File: src/rtl/gpip_pkg.sv
// ---------------------------------------------------------------------------
// gpip_pkg
// Shared types and constants for the geographic point-in-polygon block.
// ---------------------------------------------------------------------------
package gpip_pkg;

  // Stream widths
  localparam int S_TDATA_W = 56;
  localparam int M_TDATA_W = 8;

  // Field widths
  localparam int LAT_W = 24;
  localparam int LON_W = 26;
  localparam int IDX_W = 6;
  localparam int CNT_W = 7;

  // Wrapped longitude width, and the products of the crossing test
  localparam int WLON_W = 27;
  localparam int PROD_W = 53;

  // Item kinds carried on tuser
  localparam logic ACT_WRITE = 1'b0;
  localparam logic ACT_TEST  = 1'b1;

  // Register index decoded from paddr[2]
  localparam logic REG_VERTEX_COUNT = 1'b0;

  // Degrees times 65536
  localparam logic signed [WLON_W-1:0] DEG180 = 27'sd11796480;
  localparam logic signed [WLON_W-1:0] DEG360 = 27'sd23592960;

  // Controller to datapath commands
  typedef struct packed {
    logic wr_en;     // store the incoming vertex
    logic start;     // latch the test point, clear the parity
    logic rd_en;     // read one table entry
    logic edge_rd;   // the read closes an edge (not the priming read)
    logic load_res;  // move the verdict into the output register
  } cmd_t;

  // Datapath to controller status
  typedef struct packed {
    logic busy;      // edge pipeline still holds reads in flight
  } sts_t;

endpackage

File: src/rtl/gpip_ctrl.sv
// ---------------------------------------------------------------------------
// gpip_ctrl
// Sequencer for vertex writes and the edge walk of a point test.
// ---------------------------------------------------------------------------
module gpip_ctrl #(
  parameter int MAX_VERTICES = 64
) (
  input  logic                         clk,
  input  logic                         rst,
  input  logic                         s_tvalid,
  output logic                         s_tready,
  input  logic                         action,
  input  logic [gpip_pkg::CNT_W-1:0]   vertex_count,
  output logic                         m_tvalid,
  input  logic                         m_tready,
  output gpip_pkg::cmd_t               cmd,
  output logic [$clog2(MAX_VERTICES)-1:0] rd_addr,
  input  gpip_pkg::sts_t               sts
);
  import gpip_pkg::*;

  localparam int AW = $clog2(MAX_VERTICES);
  localparam int CW = AW + 1;

  typedef enum logic [2:0] {
    ST_IDLE,
    ST_PRIME,
    ST_WALK,
    ST_DRAIN,
    ST_DONE
  } state_t;

  state_t          state;
  logic [CW-1:0]   idx;
  logic [CW-1:0]   n_use;
  logic [CW-1:0]   n_last;
  logic            out_free;

  // Clamp the vertex count to the table depth
  assign n_use  = (32'(vertex_count) > MAX_VERTICES) ? CW'(MAX_VERTICES) : CW'(vertex_count);
  assign n_last = n_use - CW'(1);

  assign out_free = !m_tvalid || m_tready;
  assign s_tready = (state == ST_IDLE);
  assign rd_addr  = idx[AW-1:0];

  // Decode commands from the state
  always_comb begin
    cmd          = '0;
    cmd.wr_en    = (state == ST_IDLE) && s_tvalid && (action == ACT_WRITE);
    cmd.start    = (state == ST_IDLE) && s_tvalid && (action == ACT_TEST);
    cmd.rd_en    = (state == ST_PRIME) || (state == ST_WALK);
    cmd.edge_rd  = (state == ST_WALK);
    cmd.load_res = (state == ST_DONE) && out_free;
  end

  // Advance state, walk index and output valid
  always_ff @(posedge clk) begin
    if (rst) begin
      state    <= ST_IDLE;
      idx      <= '0;
      m_tvalid <= 1'b0;
    end else begin
      if (m_tvalid && m_tready) begin
        m_tvalid <= 1'b0;
      end
      unique case (state)
        ST_IDLE: begin
          if (s_tvalid && (action == ACT_TEST)) begin
            if (n_use == '0) begin
              state <= ST_DONE;
            end else begin
              idx   <= n_last;
              state <= ST_PRIME;
            end
          end
        end
        ST_PRIME: begin
          idx   <= '0;
          state <= ST_WALK;
        end
        ST_WALK: begin
          if (idx == n_last) begin
            state <= ST_DRAIN;
          end else begin
            idx <= idx + CW'(1);
          end
        end
        ST_DRAIN: begin
          if (!sts.busy) begin
            state <= ST_DONE;
          end
        end
        ST_DONE: begin
          if (out_free) begin
            m_tvalid <= 1'b1;
            state    <= ST_IDLE;
          end
        end
        default: begin
          state <= ST_IDLE;
        end
      endcase
    end
  end

endmodule

File: config.mk
export PLATFORM = sky130hd
export DESIGN_NAME = gpip_ctrl
export DESIGN_NICKNAME = d
export VERILOG_FILES = /design/src/rtl/gpip_pkg.sv /design/src/rtl/gpip_ctrl.sv
export SDC_FILE = /design/constraint.sdc
export NUM_CORES = 1
export LEC_CHECK = 0
export BUFFER_PORTS_ARGS = -buffer_cell sky130_fd_sc_hd__buf_4
export CAP_MARGIN = 25
export CORE_ASPECT_RATIO = 1.5
export CORE_UTILIZATION = 40
export CTS_CLUSTER_DIAMETER = 200
export DETAILED_ROUTE_END_ITERATION = 8
export SYNTH_ARGS = -nofsm -noshare
export SYNTH_HDL_FRONTEND = slang
export SYNTH_SLANG_ARGS = --single-unit
export TNS_END_PERCENT = 100
File: constraint.sdc
create_clock -name clk -period 2.85 [get_ports clk]
set_clock_uncertainty 0.05 [all_clocks]
set_input_delay 0.285 -clock clk [delete_from_list [all_inputs] [get_ports clk]]
set_output_delay 0.285 -clock clk [all_outputs]
set_load 0.05 [all_outputs]
# Word-level counts from Yosys, hierarchy flattened
# Cells that the tools add are included.
# W data, S select, Z words.
dict set report totals {
  ff_bits 11
  out_inout_bits 13
}
dict set report op_classes {
  n_addsub 2
  magnitude_cmp 1
  eq_ne 11
  muxes 14
  bitwise_logic 1
  n_reduce_logical 14
}
# operator n
set ops {}
lappend ops {{$mux W7} 4}
lappend ops {{$pmux W7 S3} 1}
lappend ops {{$mux W3} 5}
lappend ops {{$pmux W3 S5} 1}
lappend ops {{$ne A2 B2 Y1 const B} 4}
lappend ops {{$reduce_and A4 Y1} 2}
lappend ops {{$add A7 B1 Y7 const B} 1}
lappend ops {{$eq A7 B7 Y1} 1}
lappend ops {{$gt A7 B7 Y1 const B} 1}
lappend ops {{$logic_not A7 Y1} 1}
lappend ops {{$sub A7 B1 Y7 const B} 1}
lappend ops {{$eq A3 B2 Y1 const B} 2}
lappend ops {{$logic_and A1 B1 Y1} 6}
lappend ops {{$ne A2 B1 Y1 const B} 2}
lappend ops {{$eq A3 B1 Y1 const B} 1}
lappend ops {{$eq A3 B3 Y1 const B} 1}
lappend ops {{$logic_not A3 Y1} 1}
lappend ops {{$mux W1} 3}
lappend ops {{$reduce_bool A3 Y1} 1}
lappend ops {{$logic_or A1 B1 Y1} 2}
lappend ops {{$logic_not A1 Y1} 1}
lappend ops {{$not A1 Y1} 1}

# Longest topological paths before layout
# Gate-level depths: netlist (run 1).
dict set report depth {
  word_depth 6
  ltp_mapped 13
}

# Worst setup path after synthesis (run 1)
# No wires, ideal clock.
dict set report synth_timing {
  path_type {input to register}
  from {in vertex_count[6] in the netlist's numbering}
  to {reg idx[0]}
  setup_ns 0.119
  arrival_time_ns 2.781
  t_required_ns 2.681
  setup_slack_ns -0.100
  path_stages 13
  n_path_buf 3
  cell_sequence {clkbuf_1 -> inv_1 -> nand2_1 -> ha_1 -> clkbuf_1 -> inv_1 -> o311ai_0 -> nand2_1 -> xor2_1 -> or4_4 -> buf_6 -> o21a_1 -> o221a_2}
}
dict set report synth_via {
  elab_chain_cells 6
}
# element line
set synth_lines {}
lappend synth_lines {{start, declared} gpip_ctrl.sv:13} ;# input logic [gpip_pkg::CNT_W-1:0] vertex_count,
lappend synth_lines {{$gt A7 B7 Y1} gpip_ctrl.sv:40} ;# assign n_use = (32'(vertex_count) > MAX_VERTICES) ? CW'(MAX_VERTICES) : CW'(vertex_count);
lappend synth_lines {{$mux W7 *} gpip_ctrl.sv:40}
lappend synth_lines {{$sub A7 B1 Y7} gpip_ctrl.sv:41} ;# assign n_last = n_use - CW'(1);
lappend synth_lines {{$eq A7 B7 Y1 or $mux W7 (tied branches)} {gpip_ctrl.sv:83, gpip_ctrl.sv:70}}
lappend synth_lines {{$ne A2 B2 Y1 (no source line) or $mux W7 (tied branches)} n/a}
lappend synth_lines {{$reduce_and A4 Y1 (no source line) or $pmux W7 S3 (tied branches)} n/a}
lappend synth_lines {{end signal, assigned} gpip_ctrl.sv:73} ;# idx <= n_last;
lappend synth_lines {{end signal, assigned} gpip_ctrl.sv:86} ;# idx <= idx + CW'(1);
lappend synth_lines {{end, declared} gpip_ctrl.sv:34} ;# logic [CW-1:0] idx;
# Every way passes the cells marked *; elsewhere a longest branch is shown, timed or not. The select of a mux whose other input is x is not followed.
# A chain may end at the register's enable or synchronous reset.

# Worst setup path in the final report (run 1)
# Same ends and word-level chain as after synthesis.

==> results of run 1 <==
worst max-delay path by stage:
stage | end | cells after the start | from | slack [ns]
2_1_floorplan | idx[0] | 13 | vertex_count[6] | 0.03
3_3_place_gp | idx[0] | 11 | vertex_count[6] | 0.14
3_5_place_dp | idx[0] | 11 | vertex_count[6] | 0.07
4_1_cts | idx[0] | 11 | vertex_count[6] | 0.31
5_1_grt | idx[6] | 11 | vertex_count[6] | 0.11
6_report | idx[0] | 11 | vertex_count[6] | 0.31
registers in the layout, summed over array words and instances (netlist names):
name and count:
state 3, m_tvalid 1, idx 7
placed cells by master, fill, tap and decap left out, types with 2 or more instances in the layout:
| cell type | n |
|---|---|
| xor2_1 | 3 |
| nand3_1 | 3 |
| ha_1 | 3 |
| o211ai_1 | 2 |
| nor3b_1 | 2 |
| nor2b_1 | 2 |
| mux2_2 | 3 |
| xnor2_1 | 4 |
| and3_1 | 6 |
| and2_1 | 3 |
| a21oi_1 | 14 |
| clkbuf_8 | 3 |
| nor3_1 | 6 |
| buf_4 | 27 |
| inv_1 | 6 |
| nor2_1 | 13 |
| o21ai_0 | 12 |
| o22ai_1 | 2 |
| a22oi_1 | 2 |
| o21a_1 | 2 |
| o31a_1 | 2 |
| or3_1 | 2 |
| nand2_1 | 18 |
| nand2b_1 | 4 |
| a31oi_1 | 4 |
| dfxtp_1 | 11 |
power groups by stage:
stage,combinational (W),clock [W],sequential (W)
2_1_floorplan,0.000689,0,0.000263
4_1_cts,0.000834,0.000165,0.000294
3_5_place_dp,0.000831,0,0.000298
6_report,0.000830,0.000165,0.000296
5_1_grt,0.000900,0.000175,0.000305
3_3_place_gp,0.000827,0,0.000296
final cells by class:
cell class | instances | area [µm²] | area share, %
clock buffers | 4 | 45.04 | 3.374
inverters | 6 | 22.52 | 1.687
multi-input cells | 129 | 798.3 | 59.79
flip-flops and latches | 11 | 220.2 | 16.49
well taps | 37 | 46.29 | 3.468
repair buffers | 27 | 202.7 | 15.18
worst max-delay path, stage by stage:
cell and delay [ns]:
buf_4 0.11, inv_1 0.11, nand2_1 0.12, ha_1 0.29
nand2b_1 0.22, o311ai_0 0.12, nand2_1 0.13, xor2_1 0.16
or4_4 0.61, o21a_1 0.22, o221a_2 0.26
Yosys cell counts, types with 2 or more instances:
| master | instances | share of area, % |
|---|---|---|
| a21oi_1 | 14 | 6.2 |
| a22oi_1 | 2 | 1.3 |
| a31oi_1 | 4 | 2.2 |
| and2_1 | 3 | 1.7 |
| and3_1 | 6 | 3.3 |
| buf_1 | 3 | 1.0 |
| buf_4 | 6 | 4.0 |
| clkbuf_1 | 5 | 1.7 |
| dfxtp_1 | 11 | 20 |
| ha_1 | 3 | 3.3 |
| inv_1 | 6 | 2.0 |
| mux2_2 | 3 | 3.0 |
| nand2_1 | 18 | 6.0 |
| nand2b_1 | 4 | 2.2 |
| nand3_1 | 3 | 1.3 |
| nor2_1 | 13 | 4.3 |
| nor2b_1 | 2 | 1.1 |
| nor3_1 | 6 | 2.7 |
| nor3b_1 | 2 | 1.3 |
| o211ai_1 | 2 | 1.3 |
| o21a_1 | 2 | 1.3 |
| o21ai_0 | 12 | 5.3 |
| o22ai_1 | 2 | 1.1 |
| o31a_1 | 2 | 1.6 |
| or3_1 | 2 | 1.1 |
| xnor2_1 | 4 | 3.1 |
| xor2_1 | 3 | 2.3 |
through the flow:
stage / worst slack [ns] / cell area [µm²] / instances / hold WS [ns] / power (W)
after floorplan: 0.03224 / 1129 / 161 / 0.4544 / 0.0009527
after global placement: 0.1384 / 1290 / 210 / 0.4629 / 0.001123
after detailed placement: 0.06805 / 1290 / 210 / 0.4712 / 0.001129
after CTS: 0.3133 / 1335 / 214 / 0.2537 / 0.001293
after global routing: 0.1070 / 1335 / 214 / 0.2577 / 0.001380
final: 0.3057 / 1335 / 214 / 0.2373 / 0.001291
routing by layer:
| metal | part of all wire (%) | up-vias | GRT usage (%) |
|---|---|---|---|
| met1 | 39 | 568 | 23.46 |
| met2 | 54 | 28 | 41.49 |
| met4 | 2.3 | 0 | 8.712 |
| met5 | 0 | - | 0 |
| met3 | 4.3 | 7 | 2.981 |
| li1 | - | 606 | - |
kinds of logic (layout without fill, tap and decap cells):
kind of cell    Yosys count  after routing  synth area share, %
compound gates           49             49                27.75
xor+xnor                  7              7                5.439
fa+ha+maj                 3              3                3.330
buf+inv                  21             37                9.656
flops                    11             11                19.53
mux                       3              3                2.996
simple gates             67             67                31.30
==> metrics.txt, run 1 <==
Comb power frac=64.3%; flop2flop setup slack=0.54 ns; CTS tree=built; routed wire length=3046 µm; total track usage=22.08%; Routed Antenna Nets=0; Clock Path Buffers=2; Root Buffer=clkbuf_8; setup bufs post-CTS=0; clk_lat worst skew=0.25 ns; nets=194; IO buf count=25; Lkg Pwr=0.5602 nW; critical path class=in -> reg; Hold Path End=idx[2]; area added between synthesis and finish=18.42%; Cells after Synth=161; CTS Buf Count=3; final core occ=49.88%; RSZ-0062 raised after global routing=no; Req. time, crit path=2.94 ns; # rows=23; Post-Syn Area=1127 µm²; RR Endpoint=idx[0]; Worst-Margin Slew=0.4954 ns; First-pass DRT Iterations=4; RD Place Congestion=0.8475; Layout fillers=290; Setup crit start kind=primary input; Yosys reg bits=11; Yosys cell types=45; ys flop type=dfxtp_1; Starting DRT DRC Count=54; final period utilization=89.27%; hold crit path type=in -> reg; Diodes inserted=0; clock sinks=11; sw frac=53.33%; CP endpoint kind=flop; Final Hold Vio Count=0; Syn Nets=177; post-synthesis sequential area ratio=19.53%; Max-Cap Viols=0; Die Y=67.02 µm; Max Transition Viols Final=0; worst-path fanout max=11; Slew HR=66.85%; r2r startpoint=idx[2]; Int Pwr=0.0006026 W; Avg Cell Area, Syn=7.002 µm²; Peak VDD IR=569.1 µV; number of I/O pins=26; Die Area=3039 µm²; # setup viols final=0; data arrival time of the worst path=2.63 ns; worst reg-to-reg path cell count=7; core area=2676 µm²; largest net degree at the start of global routing=14; Die Wd=45.35 µm; post-synthesis async set-or-reset flop share=0%; min cycle time layout=2.544 ns; initial antenna violation count=0; Clk pwr share=12.8%; Clock transition at path regs=0.05 ns; hold buffer count at CTS=0; P per Cell Area=967.2 nW/µm²; grt ovf=0; Initial Util=42.12%; total negative setup slack=0 ns; Sw Pwr=0.0006887 W; DR DRC count=0; Hold Path Origin=rst; H-tree Lvls=1; DR vias=1209; Routed WL per cell=14.23 µm; run status=finished, final reports clean; number of global-route vias before repair=1150; first-pass GRT wire length=4919 µm; share of layout cells above drive strength 1=20.90%; f_max=393.0 MHz; number of synthesized flops with an enable pin=0; Hold Path Cell Cnt=2; yosys warns=0; dpl hpwl=2397 µm; post-CTS sizing=0; Sequential Power Share=22.9%; vias per cell=5.650
No activity file was read; power rests on OpenSTA's default activity.
==> run 2: changes to the inputs <==
--- a/constraint.sdc
+++ b/constraint.sdc
@@ -3,3 +3,3 @@
 set_input_delay 0.285 -clock clk [delete_from_list [all_inputs] [get_ports clk]]
 set_output_delay 0.285 -clock clk [all_outputs]
-set_load 0.05 [all_outputs]
+set_load 0.1 [all_outputs]
==> run 2 against run 1 <==
Compared with the run above:
- wire length up 1.5%
- sequential cell count unchanged
- cell count unchanged
- register-to-register slack about the same
- largest power group unchanged
- highest routed layer unchanged
==> metrics.txt, run 2 (synthesis results as in run 1) <==
RD Place Congestion=0.8333 (was 0.8475); setup bufs post-CTS=0 (unchanged); data arrival time of the worst path=2.60 ns (was 2.63 ns); CP endpoint kind=flop (unchanged); First-pass DRT Iterations=4 (unchanged); Initial Util=42.12% (unchanged); Routed Antenna Nets=0 (unchanged); fin cells=214 (unchanged); Setup crit start kind=primary input (unchanged); critical path class=in -> reg (unchanged); final period utilization=88.26% (was 89.27%); hold crit path type=in -> reg (unchanged); post-CTS sizing=0 (unchanged); Sw Pwr=0.0009366 W (was 0.0006887 W); Slew HR=68.65% (was 66.85%); P per Cell Area=1149 nW/µm² (was 967.2 nW/µm²); largest net degree at the start of global routing=14 (unchanged); hold buffer count at CTS=0 (unchanged); slowest cell on the critical path=or4_4 (unchanged); DR vias=1213 (was 1209); dpl hpwl=2414 µm (was 2397 µm); commonest non-fill, non-tap cell in the layout=buf_4 (unchanged); Req. time, crit path=2.93 ns (was 2.94 ns); number of global-route vias before repair=1173 (was 1150); crit path cell chain=buf_4 > inv_1 > nand2_1 > ha_1 > nand2b_1 > o311ai_0 > nand2_1 > xor2_1 > or4_4 > o21a_1 > o221a_2 (unchanged); Final Hold Vio Count=0 (unchanged); H-tree Lvls=1 (unchanged); Max Transition Viols Final=0 (unchanged); first-pass GRT wire length=5168 µm (was 4919 µm); clk_lat worst skew=0.24 ns (was 0.25 ns); most frequent cells in the layout=buf_4 (27), nand2_1 (18), a21oi_1 (14), nor2_1 (13), o21ai_0 (12) (unchanged); Int Pwr=0.0006038 W (was 0.0006026 W); min cycle time layout=2.515 ns (was 2.544 ns); Routed WL per cell=14.45 µm (was 14.23 µm); CTS Buf Count=3 (unchanged); Largest regs=idx (7), state (3), m_tvalid (1) (unchanged); Sequential Power Share=19.4% (was 22.9%); Clk pwr share=10.6% (was 12.8%); # rows=23 (unchanged); Die Y=67.02 µm (unchanged); total track usage=23.41% (was 22.08%); # setup viols final=0 (unchanged); Clock transition at path regs=0.06 ns (was 0.05 ns); IO buf count=25 (unchanged); RSZ-0062 raised after global routing=no (unchanged); Top reg by flops=idx (unchanged); grt ovf=0 (unchanged); CP dominant cell by count=nand2_1 (unchanged); Comb power frac=70.0% (was 64.3%); worst-path fanout max=11 (unchanged); nets=194 (unchanged); number of I/O pins=26 (unchanged); Peak VDD IR=696.4 µV (was 569.1 µV); Die Wd=45.35 µm (unchanged); CTS tree=built (unchanged); Die Area=3039 µm² (unchanged); Root Buffer=clkbuf_8 (unchanged); share of layout cells above drive strength 1=21.47% (was 20.90%); initial antenna violation count=0 (unchanged); Max-Cap Viols=0 (unchanged); Worst-Margin Slew=0.4686 ns (was 0.4954 ns); core area=2676 µm² (unchanged); routed wire length=3093 µm (was 3046 µm); total negative setup slack=0 ns (unchanged); Layout fillers=289 (was 290); Lkg Pwr=0.5619 nW (was 0.5602 nW); Clock Path Buffers=2 (unchanged); DR DRC count=0 (unchanged); f_max=397.6 MHz (was 393.0 MHz); clock sinks=11 (unchanged); vias per cell=5.668 (was 5.650); Diodes inserted=0 (unchanged); Max stage delay on crit path=0.62 ns (was 0.61 ns); Starting DRT DRC Count=37 (was 54); placed cells=210 (unchanged); area added between synthesis and finish=18.87% (was 18.42%); max reg flops=7 (unchanged); run status=finished, final reports clean (unchanged); sw frac=60.80% (was 53.33%)
-- run 2: changes by cell type in the layout (fill, tap and decap cells not counted) --
cell,before,now
nor3_2,1,2
nor3_1,6,5
-- run 2: power by group through the flow --
stage               Combinational, W  Clock [W]  Sequential [W]
floorplan                   0.000932          0        0.000267
global placement             0.00107          0        0.000298
detailed placement           0.00108          0        0.000301
CTS                          0.00108   0.000169        0.000298
global route                 0.00115   0.000176        0.000308
finish                       0.00108   0.000163        0.000299
-- run 2: path summary, 6_finish.rpt --
| path | startpoint | to | cells past startpoint | slack (ns) |
|---|---|---|---|---|
| setup / recovery | vertex_count[6] | idx[0] | 11 | 0.33 |
| hold / removal | rst | m_tvalid | 2 | 0.24 |
| hold reg to reg | m_tvalid | m_tvalid | 2 | 0.48 |
| setup reg to reg | idx[2] | idx[0] | 7 | 0.53 |
-- run 2: metrics by stage --
step                      util (%)  setup WS, ns  total power [W]  instance area [µm²]  hold WS (ns)
after global routing         50.07        0.1707         0.001632                 1340        0.2471
after floorplan                  -       -0.1084         0.001199                 1134        0.4545
after detailed placement     48.39       0.08223         0.001377                 1295        0.4665
final                        50.07        0.3346         0.001540                 1340        0.2450
after global placement       48.39        0.1416         0.001369                 1295        0.4676
after CTS                    50.07        0.3339         0.001545                 1340        0.2422
-- run 2: critical path: cells and delay by family --
family / cells / cell delay (ns)
compound gates: 3 / 0.60
xor+xnor: 1 / 0.16
fa+ha+maj: 1 / 0.28
buf+inv: 2 / 0.21
simple gates: 4 / 1.07
-- run 2: layout make-up --
cell class                 instances  area (µm²)  area share, %
clock buffer                       4       45.04          3.361
sequential                        11       220.2          16.43
inverter                           6       22.52          1.681
timing repair buffer              27       202.7          15.13
multi-input combinational        129       803.3          59.94
tap                               37       46.29          3.455
-- run 2: metal layers --
layer | track usage (%) | share of wire (%) | wire, µm | vias up
met2 | 44.93 | 56 | 1743 | 23
met5 | 0 | 0 | 0 | -
met1 | 24.07 | 41 | 1261 | 582
met3 | 2.710 | 2.0 | 61 | 2
li1 | - | - | - | 606
met4 | 9.848 | 0.84 | 26 | 0
==> run 3: changes to the inputs <==
ABC_AREA = 1   (was default)
GPL_ROUTABILITY_DRIVEN = 0   (was default)
==> run 3 against run 2 <==
Compared with the run above:
- clock-buffer cell count unchanged
- via count down 1.8%
- synthesized cell count increased by 12%
- highest routed layer is now met3
- cell area up 3.1%
- critical endpoint unchanged
==> metrics.txt, run 3 <==
hold crit path type=in -> reg (unchanged); number of synthesized flops with an enable pin=0 (unchanged); Peak VDD IR=680.2 µV (was 696.4 µV); Finished Cell Area=1381 µm² (was 1340 µm²); data arrival time of the worst path=2.20 ns (was 2.60 ns); synth top area cells=dfxtp_1 (19%), nand2_1 (12%), nor2_1 (9.6%) (was dfxtp_1 (20%), a21oi_1 (6.2%), nand2_1 (6.0%)); IO buf count=25 (unchanged); most frequent cells in the layout=nand2_1 (37), nor2_1 (28), inv_1 (26), buf_4 (25) (was buf_4 (27), nand2_1 (18), a21oi_1 (14), nor2_1 (13), o21ai_0 (12)); Cells after Synth=181 (was 161); H-tree Lvls=1 (unchanged); Die Wd=45.49 µm (was 45.35 µm); CTS tree=built (unchanged); Die Area=3059 µm² (was 3039 µm²); Avg Cell Area, Syn=6.270 µm² (was 7.002 µm²); CTS Buf Count=3 (unchanged); Req. time, crit path=2.93 ns (about the same); vias per cell=4.942 (was 5.668); placed cell areas=1336 µm² (was 1295 µm²); Root Buffer=clkbuf_8 (unchanged); Syn Nets=197 (was 177); first-pass GRT wire length=4878 µm (was 5168 µm); DR vias=1191 (was 1213); Setup crit start kind=primary input (unchanged); Routed WL per cell=11.53 µm (was 14.45 µm); Max Transition Viols Final=0 (unchanged); hold buffer count at CTS=0 (unchanged); commonest non-fill, non-tap cell in the layout=nand2_1 (was buf_4); core area=2676 µm² (unchanged); initial antenna violation count=0 (unchanged); CP endpoint kind=flop (unchanged); Worst-Margin Slew=0.3381 ns (was 0.4686 ns); clock sinks=11 (unchanged); routed wire length=2778 µm (was 3093 µm); Initial Util=42.40% (was 42.12%); final core occ=51.61% (was 50.07%); largest net degree at the start of global routing=11 (was 14); First-pass DRT Iterations=4 (unchanged); clk_lat worst skew=0.23 ns (was 0.24 ns); Slew HR=77.39% (was 68.65%); Yosys cell types=30 (was 45); nets=221 (was 194); share of layout cells above drive strength 1=28.43% (was 21.47%); max reg flops=7 (unchanged); placed cells=237 (was 210); critical path class=in -> reg (unchanged); Synth top cells by count=nand2_1 (37), nor2_1 (29), inv_1 (26) (was nand2_1 (18), a21oi_1 (14), nor2_1 (13)); Clock Path Buffers=2 (unchanged); # rows=23 (unchanged); P per Cell Area=1152 nW/µm² (was 1149 nW/µm²); ys flop type=dfxtp_1 (unchanged); f_max=472.6 MHz (was 397.6 MHz); Yosys reg bits=11 (unchanged); final period utilization=74.24% (was 88.26%); post-synthesis async set-or-reset flop share=0% (unchanged); Diodes inserted=0 (unchanged); grt ovf=0 (unchanged); Die Y=67.24 µm (was 67.02 µm); area added between synthesis and finish=21.72% (was 18.87%); DR DRC count=0 (unchanged); setup bufs post-CTS=0 (unchanged); number of I/O pins=26 (unchanged); post-synthesis sequential area ratio=19.40% (was 19.53%); min cycle time layout=2.116 ns (was 2.515 ns); Largest regs=idx (7), state (3), m_tvalid (1) (unchanged); Clock transition at path regs=0.05 ns (was 0.06 ns); Starting DRT DRC Count=28 (was 37); total negative setup slack=0 ns (unchanged); post-CTS sizing=0 (unchanged); worst-path fanout max=8 (was 11); # setup viols final=0 (unchanged); Top reg by flops=idx (unchanged); PnR Total Power=0.001591 W (was 0.001540 W); dpl hpwl=2345 µm (was 2414 µm); fin cells=241 (was 214); Post-Syn Area=1135 µm² (was 1127 µm²); yosys warns=0 (unchanged); RSZ-0062 raised after global routing=no (unchanged); run status=finished, final reports clean (unchanged); Synth top area share=19.40% (was 19.53%); total track usage=21.47% (was 23.41%); Synth area leader=dfxtp_1 (unchanged); Max-Cap Viols=0 (unchanged); Routed Antenna Nets=0 (unchanged); number of global-route vias before repair=1161 (was 1173); Lkg Pwr=0.6891 nW (was 0.5619 nW); Final Hold Vio Count=0 (unchanged); cell with the most instances after synthesis=nand2_1 (unchanged)
run 3: cell types whose count changed after synthesis, moves of 6 or more:
cell     before  now
o21ai_1       0    7
nand2_1      18   37
and3_1        6    0
o21ai_0      12    3
inv_1         6   26
nand3_1       3   11
nor2_1       13   29
nand4_1       1    7
a21oi_1      14    4
run 3: final cells by class:
cell class	instances	area [µm²]
fill	275	1295
clock buffer	4	45.04
inverter	30	115.1
tap	37	46.29
multi-input combinational	134	767.0
sequential	11	220.2
timing repair buffer	25	187.7
run 3: through the flow:
step,setup slack [ns],hold slack [ns]
floorplan,-0.3362,0.3041
global placement,0.5486,0.4037
detailed placement,0.4962,0.4039
CTS,0.7374,0.1516
global route,0.4604,0.1627
finish,0.7341,0.1578
run 3: cells by family after synthesis:
| logic type | Yosys count | synth area share, % |
|---|---|---|
| AND/OR/NAND/NOR | 106 | 47.63 |
| buffers and inverters | 36 | 14.11 |
| AO/OA/AOI/OAI | 23 | 14.00 |
| flip-flops | 11 | 19.40 |
| adder cells (fa/ha/maj) | 3 | 3.308 |
| XOR/XNOR | 2 | 1.544 |
run 3: power breakdown:
part	leakage (nW)	total [W]	internal (W)	switching [W]
sequential	0.0909	0.000306	0.000211	0.0000949
clock	0.0228	0.000157	0.0000983	0.0000589
combinational	0.576	0.00113	0.000284	0.000844
total	0.689	0.00159	0.000593	0.000998
run 3: layer usage:
metal / wire length (µm) / share of wire, % / global-route usage (%) / vias to the layer above
met2: 1657 / 60 / 42.32 / 16
met3: 60 / 2.2 / 2.941 / 0
met1: 1060 / 38 / 22.28 / 546
li1: - / - / - / 629
met5: 0 / 0 / 0 / -
met4: 0 / 0 / 5.682 / 0
run 3: worst paths after layout:
path | cells after the start | to | slack (ns) | start
worst max-delay path | 18 | idx[0] | 0.73 | vertex_count[2]
worst min-delay path | 2 | m_tvalid | 0.16 | rst
worst max register to register | 9 | idx[4] | 1.14 | idx[0]
worst min register to register | 2 | idx[4] | 0.48 | idx[4]
run 3: worst max-delay path, cell delays in order:
cell	delay [ns]
buf_4	0.14
nor2_4	0.18
nand3_4	0.11
nand2_4	0.08
nand2_1	0.07
ha_1	0.27
inv_1	0.11
nand2_1	0.07
nand3_1	0.08
nand2_1	0.09
nor2_4	0.11
nand3_2	0.10
nor2_2	0.11
nand2_2	0.07
nand2_4	0.12
inv_4	0.06
nor2_1	0.08
nor2_1	0.05
